File: src/design/hsn_pkg.sv
// shared constants, types and helpers of the heightmap smooth normals unit
`timescale 1ns / 1ps
`default_nettype none
package hsn_pkg;

  localparam int MaxColumns  = 1024;
  localparam int ColW        = $clog2(MaxColumns);
  localparam int GridColsW   = 11;
  localparam int RowW        = 16;
  localparam int SampleW     = 8;
  localparam int StepW       = 16;
  localparam int NormW       = 48;
  localparam int DiffW       = 12;
  localparam int MagW        = DiffW - 1;
  localparam int AreaW       = 2 * StepW;
  localparam int ProdW       = 44;
  localparam int NibbleCount = ProdW / 4;
  localparam int DivCntW     = $clog2(NibbleCount);
  localparam int CfgIdxW     = 2;
  localparam int CfgDataW    = 16;

  // configuration register indexes
  localparam logic [CfgIdxW-1:0] CfgGridColumns = 2'd0;
  localparam logic [CfgIdxW-1:0] CfgGridRows    = 2'd1;
  localparam logic [CfgIdxW-1:0] CfgGridStep    = 2'd2;
  localparam logic [CfgIdxW-1:0] CfgHeightStep  = 2'd3;

  // commands from the controller to the datapath
  typedef struct packed {
    logic capture;
    logic load;
    logic setup;
    logic mul;
    logic div_step;
    logic pop;
  } ctrl_cmd_t;

  // status from the datapath to the controller
  typedef struct packed {
    logic new_any;
    logic more;
  } ctrl_status_t;

  // one radix-16 quotient digit of a division by three, for t below 48
  function automatic logic [3:0] div3_digit(input logic [5:0] t);
    logic [12:0] m;
    m = 13'(t) * 13'd43;
    return m[10:7];
  endfunction

endpackage
`default_nettype wire

File: src/design/hsn_ctrl.sv
// controller state machine of the heightmap smooth normals unit
`timescale 1ns / 1ps
`default_nettype none
module hsn_ctrl (
  input  wire logic                  clk_i,
  input  wire logic                  rst_ni,
  input  wire logic                  in_valid_i,
  output logic                       in_ready_o,
  output logic                       out_valid_o,
  input  wire logic                  out_ready_i,
  input  wire hsn_pkg::ctrl_status_t status_i,
  output hsn_pkg::ctrl_cmd_t         cmd_o
);
  import hsn_pkg::*;

  localparam logic [2:0] StIdle  = 3'd0;
  localparam logic [2:0] StLoad  = 3'd1;
  localparam logic [2:0] StSetup = 3'd2;
  localparam logic [2:0] StMul   = 3'd3;
  localparam logic [2:0] StDiv   = 3'd4;
  localparam logic [2:0] StOut   = 3'd5;

  logic [2:0]         state_q, state_d;
  logic [DivCntW-1:0] div_cnt_q, div_cnt_d;

  // handshake and commands
  always_comb begin
    in_ready_o   = (state_q == StIdle);
    out_valid_o  = (state_q == StOut);
    cmd_o          = '0;
    cmd_o.capture  = (state_q == StIdle) && in_valid_i;
    cmd_o.load     = (state_q == StLoad);
    cmd_o.setup    = (state_q == StSetup);
    cmd_o.mul      = (state_q == StMul);
    cmd_o.div_step = (state_q == StDiv);
    cmd_o.pop      = (state_q == StOut) && out_ready_i;
  end

  // next state
  always_comb begin
    state_d   = state_q;
    div_cnt_d = div_cnt_q;
    unique case (state_q)
      StIdle: begin
        if (in_valid_i) state_d = StLoad;
      end
      StLoad: begin
        state_d = status_i.new_any ? StSetup : StIdle;
      end
      StSetup: begin
        state_d = StMul;
      end
      StMul: begin
        state_d   = StDiv;
        div_cnt_d = '0;
      end
      StDiv: begin
        div_cnt_d = div_cnt_q + DivCntW'(1);
        if (div_cnt_q == DivCntW'(NibbleCount - 1)) state_d = StOut;
      end
      StOut: begin
        if (out_ready_i) state_d = status_i.more ? StSetup : StIdle;
      end
      default: begin
        state_d = StIdle;
      end
    endcase
  end

  always_ff @(posedge clk_i or negedge rst_ni) begin
    if (!rst_ni) begin
      state_q   <= StIdle;
      div_cnt_q <= '0;
    end else begin
      state_q   <= state_d;
      div_cnt_q <= div_cnt_d;
    end
  end

endmodule
`default_nettype wire

File: config.mk
export PLATFORM = sky130hd
export DESIGN_NAME = hsn_ctrl
export DESIGN_NICKNAME = d
export VERILOG_FILES = /design/src/design/hsn_pkg.sv /design/src/design/hsn_ctrl.sv
export SDC_FILE = /design/constraint.sdc
export NUM_CORES = 1
export LEC_CHECK = 0
export ABC_AREA = 1
export BUFFER_PORTS_ARGS = -buffer_cell sky130_fd_sc_hd__clkbuf_2
export CORE_AREA = 2 2 39 41
export CTS_BUF_LIST = sky130_fd_sc_hd__clkbuf_16
export CTS_CLUSTER_DIAMETER = 200
export CTS_CLUSTER_SIZE = 14
export DETAILED_ROUTE_END_ITERATION = 10
export DIE_AREA = 0 0 41 43
export GPL_TIMING_DRIVEN = 0
export PLACE_DENSITY = 0.57
export SKIP_LAST_GASP = 1
export SLEW_MARGIN = 20
export SYNTH_ARGS = -nofsm -noshare
export SYNTH_HDL_FRONTEND = slang
export SYNTH_SLANG_ARGS = --single-unit
File: constraint.sdc
create_clock -name clk_i -period 3.23 [get_ports clk_i]
set_input_delay 0.646 -clock clk_i [delete_from_list [all_inputs] [get_ports clk_i]]
set_output_delay 0.646 -clock clk_i [all_outputs]
set_load 0.005 [all_outputs]
# Yosys cells after proc, flatten, opt, wreduce, memory -nomap -nowiden
# Cells that the tools add are included.
[word_totals] reg_bits=7 inputBits=6 word_cells=24
[classes] n_mux=7 n_reduce_logical=5 eq_ne=9 n_addsub=1
[ops] cell="$pmux 3 s6" count=1
[ops] cell="$mux 3" count=3
[ops] cell="$pmux 4 s2" count=1
[ops] cell="$eq 3x2->1 const B" count=2
[ops] cell="$eq 3x3->1 const B" count=2
[ops] cell="$add 4x1->4 const B" count=1
[ops] cell="$eq 4x4->1 const B" count=1
[ops] cell="$mux 2" count=2
[ops] cell="$ne 2x1->1 const B" count=2
[ops] cell="$eq 3x1->1 const B" count=1
[ops] cell="$logic_not 3->1" count=1
[ops] cell="$reduce_and 3->1" count=1
[ops] cell="$logic_and 1x1->1" count=2
[ops] cell="$ne 2x2->1 const B" count=1
[ops] cell="$reduce_bool 2->1" count=1

# Depth between registers and ports, before layout
# Gate-level depths: netlist (run 1).
[logic_depth] ltp_word=3 depth_mapped=7

# Worst setup path after synthesis (run 1)
# Ideal clock, no wire load.
[synth_path] kind="in2out" startpoint="input in_valid_i" endpoint="output cmd_o[5] (netlist name)" stages=2 t_arrival_ns=0.869 required_time_ns=2.584 path_slack_ns=1.715 n_path_buf=0 cell_sequence="inv_1 > nor3_1"
[synth_rtl] item="start, declared" line_no="hsn_ctrl.sv:7" rtl="input wire logic in_valid_i,"
[synth_rtl] item="end, declared" line_no="hsn_ctrl.sv:12" rtl="output hsn_pkg::ctrl_cmd_t cmd_o"

==> results of run 1 <==
## placed cells by master (no fill, tap or decap)
cell / Yosys / final
sky130_fd_sc_hd__clkbuf_2: 0 / 13
sky130_fd_sc_hd__inv_1: 9 / 10
sky130_fd_sc_hd__nand3_1: 9 / 9
sky130_fd_sc_hd__nand2_1: 7 / 7
sky130_fd_sc_hd__dfrtp_1: 7 / 7
sky130_fd_sc_hd__nor2_1: 5 / 5
sky130_fd_sc_hd__o21ai_0: 3 / 3
sky130_fd_sc_hd__clkbuf_16: 0 / 3
sky130_fd_sc_hd__nand2_2: 2 / 2
sky130_fd_sc_hd__inv_2: 2 / 2
sky130_fd_sc_hd__o21ai_1: 2 / 2
sky130_fd_sc_hd__nand4_1: 2 / 2
sky130_fd_sc_hd__ha_1: 2 / 2
sky130_fd_sc_hd__nor2_2: 1 / 1
sky130_fd_sc_hd__inv_4: 1 / 1
sky130_fd_sc_hd__nand3_2: 1 / 1
sky130_fd_sc_hd__nor3_1: 1 / 1
sky130_fd_sc_hd__nand3b_1: 1 / 1
sky130_fd_sc_hd__nand2_4: 1 / 1
sky130_fd_sc_hd__a21oi_1: 1 / 1
sky130_fd_sc_hd__and2_4: 1 / 1
sky130_fd_sc_hd__xor2_1: 1 / 1
## how the worst min path moves through the flow
stage,to,slack (ps),cells after the start
2_1_floorplan,div_cnt_q[0],350,0
3_3_place_gp,div_cnt_q[2],480,1
3_5_place_dp,div_cnt_q[2],490,1
4_1_cts,div_cnt_q[1],250,1
5_1_grt,div_cnt_q[0],260,1
6_report,div_cnt_q[2],250,1
## logic make-up after synthesis
kind of cell / synth area share, %
AND/OR/NAND/NOR: 36.39
buffers and inverters: 10.56
flip-flops: 38.89
AO/OA/AOI/OAI: 6.665
adder cells (fa/ha/maj): 5.555
XOR/XNOR: 1.945
## flip-flops by register name, indices dropped and copies added (netlist names)
register / flops
div_cnt_q: 4
state_q: 3
## layer usage
metal | track usage (%) | wire length, um | vias up
met1 | 14.95 | 404 | 190
met3 | 6.283 | 80 | 3
met4 | 8.000 | 21 | 0
met5 | 0 | 0 | -
li1 | - | - | 224
met2 | 18.44 | 434 | 16
## critical path, delay by kind of cell, from the launching register on
| family | cells | cell delay (ps) |
|---|---|---|
| buffers and inverters | 2 | 290 |
| DFF | 1 | 410 |
| and+or+nand+nor | 2 | 220 |
## where the power goes
part	internal, mW	leakage (nW)	switching (mW)
clock	0.161	0.0423	0.0467
sequential	0.124	0.0902	0.0419
combinational	0.0952	0.228	0.127
total	0.380	0.360	0.216
## area by class of cell
cell class,count,area share [%]
multi-input combinational,40,37.07
sequential,7,28.51
clock buffer,3,12.22
timing repair buffer,13,10.59
inverter,12,7.739
tap,16,3.259
clock inverter,1,0.6110
==> flow_metrics.tcl, run 1 <==
set metrics [dict create \
    total_count_of_max_transition_violations_in_the_final_report 0 \
    status "finished clean" \
    dr.first_iter.drc_count 1 \
    path_clk_slew_ps 30 \
    yosys_register_bits 7 \
    first_global_vias 394 \
    synth_area_um2 450.4 \
    routed_via_density 4.707 \
    timing.critical_path.slowest_stage_cell "sky130_fd_sc_hd__dfrtp_1" \
    worst_hold_path_type "primary input to async pin" \
    synth.yosys.warnings 0 \
    area_of_placed_instances_um2 535.5 \
    area.sequential_um2 175.2 \
    worst_r2r_endpoint "state_q[2]" \
    fin_crit_sh_pct 55.56 \
    mean_routed_wirelength_per_cell_um 10.22 \
    worstPathMaxFanout 5 \
    slowest_delay_ps 410 \
    cts_root_buffer "sky130_fd_sc_hd__clkbuf_16" \
    worst_setup_path_endpoint "cmd_o[5]" \
    largest_net_degree_at_the_start_of_global_routing 8 \
    number_of_buffers_created_by_cts 3 \
    crit_path_start "state_q[1]" \
    floorplan.initialDensity_pct 32.55 \
    gp_congestion 0.7407 \
    syn-mean-instance-area_um2 7.634 \
    h_tree_depth_reported_by_cts 1 \
    critical_path.cell_chain "inv_1 -> nand2_1 -> nor3_1 -> clkbuf_2" \
    final.setup.tns_ps 0 \
    flop_to_flop_setup_slack_ps 2070 \
    areaGrowthSynthToFinish_pct 36.39 \
    post-route-worst-setup-slack_ps 1436 \
    grt-ovfl-total 0 \
    io_buffer_count 13 \
    count_of_final_hold_check_violations 0 \
    total_power_mw 0.5959 \
    fin_crit_ps 1794 \
    drc 0 \
    design.portCount 14 \
    finalClockSkew_ps 0.4542 \
    cts_tree "yes" \
    final_net_count 85 \
    dpl.cell_count 88 \
    core-area_um2 1384 \
    final_count_of_negative_setup_slack_endpoints 0 \
    number_of_buffers_between_clock_root_and_the_deepest_sink 2 \
    preCtsSetupSlack_ps 1512 \
    antenna_violations_before_repair 0 \
    synth.net_count 67 \
    synth_flop_cell "sky130_fd_sc_hd__dfrtp_1" \
    multi_input_area_um2 227.7 \
    diodes_inserted 0 \
    worst-setup-path-type "flip-flop to output port" \
    ir_worst_vdd_mv 0.3787 \
    critical_path.endpoint_type "output port" \
    cp_data_arrival_time_ps 1150 \
    number_of_synthesized_flops_with_an_enable_pin 0 \
    grt_setup_unrepaired "no" \
    insertion_delay_ps 230 \
    post-synth-top-area-cell "sky130_fd_sc_hd__dfrtp_1" \
    drt_first_pass_iters 2 \
    timing.rr.start "div_cnt_q[0]" \
    startpoint_type "flip-flop" \
    synth_top_cells_by_count "sky130_fd_sc_hd__inv_1 (9), sky130_fd_sc_hd__nand3_1 (9), sky130_fd_sc_hd__dfrtp_1 (7), sky130_fd_sc_hd__nand2_1 (7), sky130_fd_sc_hd__nor2_1 (5)" \
    worst_r2r_path_depth 6 \
    syn-instance-count 59 \
    num_rows 14 \
    num-fill-cells 156 \
    slew_headroom_pct 85.30 \
    final_antenna_net_count 0 \
    power.static_leakage_nw 0.3603 \
    groute.usage.overall_pct 12.98 \
    floorplan.die.height_um 43 \
    synth_area_leaders "sky130_fd_sc_hd__dfrtp_1 (39%), sky130_fd_sc_hd__nand3_1 (10%), sky130_fd_sc_hd__inv_1 (7.5%), sky130_fd_sc_hd__nand2_1 (5.8%), sky130_fd_sc_hd__ha_1 (5.6%)" \
    maxCapViolations 0 \
    post_cts_gate_resize_count 0 \
    postLayoutCoreUtil_pct 44.39 \
    drive_gt1_share_pct 32.89 \
    die_footprint_um2 1763 \
    synth-async-reset-ratio_pct 100.0 \
    post-synth-top-area-fraction_pct 38.89 \
    timing_worst_slew_pin_value_ps 220.5 \
    fmax_ghz 0.5573 \
    holdBufCountCts 0 \
    hpwlAfterDp_um 741.9 \
    postCtsSetupBuffers 0 \
    design_area_um2 614.3 \
    final_cells 92 \
    netlist-cell-type-count 20 \
    cts.sinks 7 \
    synth.yosys.seq_area_share_pct 38.89 \
    power_per_cell_area_nw_per_um2 969.9 \
    wire_length_of_the_first_global_routing_pass_um 1469 \
    worstPathRequired_ps 2580 \
    vias 433 \
    routed_wl_um 940 \
    die_width_um 41 \
    whs_ps 247.8 \
]
No activity file was read; power rests on OpenSTA's default activity.
==> run 2, diff against run 1 <==
==> constraint.sdc (replaced) <==
create_clock -name clk_i -period 1.9 [get_ports clk_i]
set_input_delay 0.38 -clock clk_i [delete_from_list [all_inputs] [get_ports clk_i]]
set_output_delay 0.38 -clock clk_i [all_outputs]
set_load 0.005 [all_outputs]
==> run 2 against run 1 <==
  * Sequential power grew 69%
  * Non-clock buffer count increased by 1
  * Largest power group unchanged
  * Clock skew about the same
  * Global-route usage stayed put
  * Highest routed layer unchanged
  * Power increased by 70%
  * Critical path type unchanged
  * Design area increased by 1.6%
  * Via count rose by 0.92%
  * Worst setup slack worse by 1100 ps
==> flow_metrics.tcl, run 2 (synthesis results as in run 1) <==
set metrics [dict create \
    status "finished clean" \
    drive_gt1_share_pct 32.47 \
    drt_first_pass_iters 2 \
    die_footprint_um2 1763 \
    design.portCount 14 \
    dr.first_iter.drc_count 1 \
    gp_congestion 0.7407 \
    mostFrequentLayoutCells "sky130_fd_sc_hd__clkbuf_2 (13), sky130_fd_sc_hd__inv_1 (10), sky130_fd_sc_hd__nand3_1 (9), sky130_fd_sc_hd__nand2_1 (7), sky130_fd_sc_hd__dfrtp_1 (7)" \
    final_count_of_negative_setup_slack_endpoints 0 \
    mostFrequentLayoutCell "sky130_fd_sc_hd__clkbuf_2" \
    antenna_violations_before_repair 0 \
    groute.usage.overall_pct 12.98 \
    insertion_delay_ps 230 \
    grt-ovfl-total 0 \
    number_of_buffers_created_by_cts 3 \
    path_clk_slew_ps 30 \
    critical_path.endpoint_type "output port" \
    final_antenna_net_count 0 \
    count_of_final_hold_check_violations 0 \
    io_buffer_count 13 \
    num_rows 14 \
    maxCapViolations 0 \
    h_tree_depth_reported_by_cts 1 \
    ir_worst_vdd_mv 0.6445 \
    post_cts_gate_resize_count 0 \
    floorplan.initialDensity_pct 32.55 \
    first_global_vias 394 \
    num-fill-cells 155 \
    largest_register_ff_count 4 \
    total_count_of_max_transition_violations_in_the_final_report 0 \
    core-area_um2 1384 \
    largestRegisters "div_cnt_q: 4 flops, state_q: 3 flops" \
    vias 437 \
    power.static_leakage_nw 0.3645 \
    worstPathMaxFanout 5 \
    largest_register "div_cnt_q" \
    cts_root_buffer "sky130_fd_sc_hd__clkbuf_16" \
    mean_routed_wirelength_per_cell_um 10.19 \
    worstPathRequired_ps 1520 \
    grt_setup_unrepaired "no" \
    power_per_cell_area_nw_per_um2 1625 \
    routed_via_density 4.699 \
    diodes_inserted 0 \
    fin_crit_ps 1529 \
    fmax_ghz 0.6542 \
    area_of_placed_instances_um2 535.5 \
    slew_headroom_pct 85.30 \
    finalClockSkew_ps 0.5441 \
    final_net_count 86 \
    timing_worst_slew_pin_value_ps 220.5 \
    post-route-worst-setup-slack_ps 371.4 \
    fin_crit_sh_pct 80.45 \
    floorplan.die.height_um 43 \
    routed_wl_um 948 \
    design_area_um2 624.3 \
    cts.sinks 7 \
    areaGrowthSynthToFinish_pct 38.61 \
    total_power_mw 1.015 \
    startpoint_type "flip-flop" \
    wire_length_of_the_first_global_routing_pass_um 1469 \
    preCtsSetupSlack_ps 619.1 \
    worst-setup-path-type "flip-flop to output port" \
    drc 0 \
    cp_data_arrival_time_ps 1150 \
    hpwlAfterDp_um 741.9 \
    largest_net_degree_at_the_start_of_global_routing 8 \
    number_of_buffers_between_clock_root_and_the_deepest_sink 2 \
    cts_tree "yes" \
    final.setup.tns_ps 0 \
    die_width_um 41 \
    worst_hold_path_type "primary input to flip-flop" \
]
run 2: power breakdown:
group	internal, mW	total [mW]	switching [mW]
sequential	0.210	0.281	0.0712
clock	0.274	0.353	0.0796
combinational	0.163	0.380	0.217
total	0.647	1.01	0.368
run 2: layout make-up:
cell class	instances	area [um2]	share of cell area [%]
multi-input cells	40	227.7	36.47
repair buffers	14	75.07	12.02
flip-flops and latches	7	175.2	28.06
inverters	12	47.55	7.615
well taps	16	20.02	3.206
clock buffers	3	75.07	12.02
clock inverters	1	3.754	0.6012
run 2: stage by stage:
stage | utilization (%) | cells | hold WS, ps
2_1_floorplan | - | 59 | 84.41
3_3_place_gp | 38.70 | 88 | 229.8
3_5_place_dp | 38.70 | 88 | 230.9
4_1_cts | 45.12 | 93 | 474.4
5_1_grt | 45.12 | 93 | 523.0
6_report | 45.12 | 93 | 469.7
run 2: routing by layer:
layer / GRT usage (%) / routed length, um
met1: 14.95 / 405
met2: 18.44 / 443
met3: 6.283 / 77
met4: 8.000 / 21
met5: 0 / 0
run 2: worst max-delay path, stage by stage (launching register included):
cell and delay [ps]:
sky130_fd_sc_hd__dfrtp_1 410, sky130_fd_sc_hd__inv_1 150, sky130_fd_sc_hd__nand2_1 80, sky130_fd_sc_hd__nor3_1 140
sky130_fd_sc_hd__clkbuf_2 140
run 2: repair_timing:
action / in CTS / in global routing
hold endpoints to repair: 7 / 0
buffers inserted: 0 / 0
hold buffers: 1 / 0
run 2: final timing paths:
kind                         startpoint      endpoint  slack (ps)  depth (start not counted)
max                          state_q[1]      cmd_o[5]         370                          4
min                         status_i[0]    state_q[1]         470                          5
max reg2reg                div_cnt_q[0]    state_q[2]         740                          6
min reg2reg                div_cnt_q[2]  div_cnt_q[2]         490                          1
max in group asynchronous        rst_ni    state_q[0]        1210                          2
min in group asynchronous        rst_ni  div_cnt_q[2]         520                          2
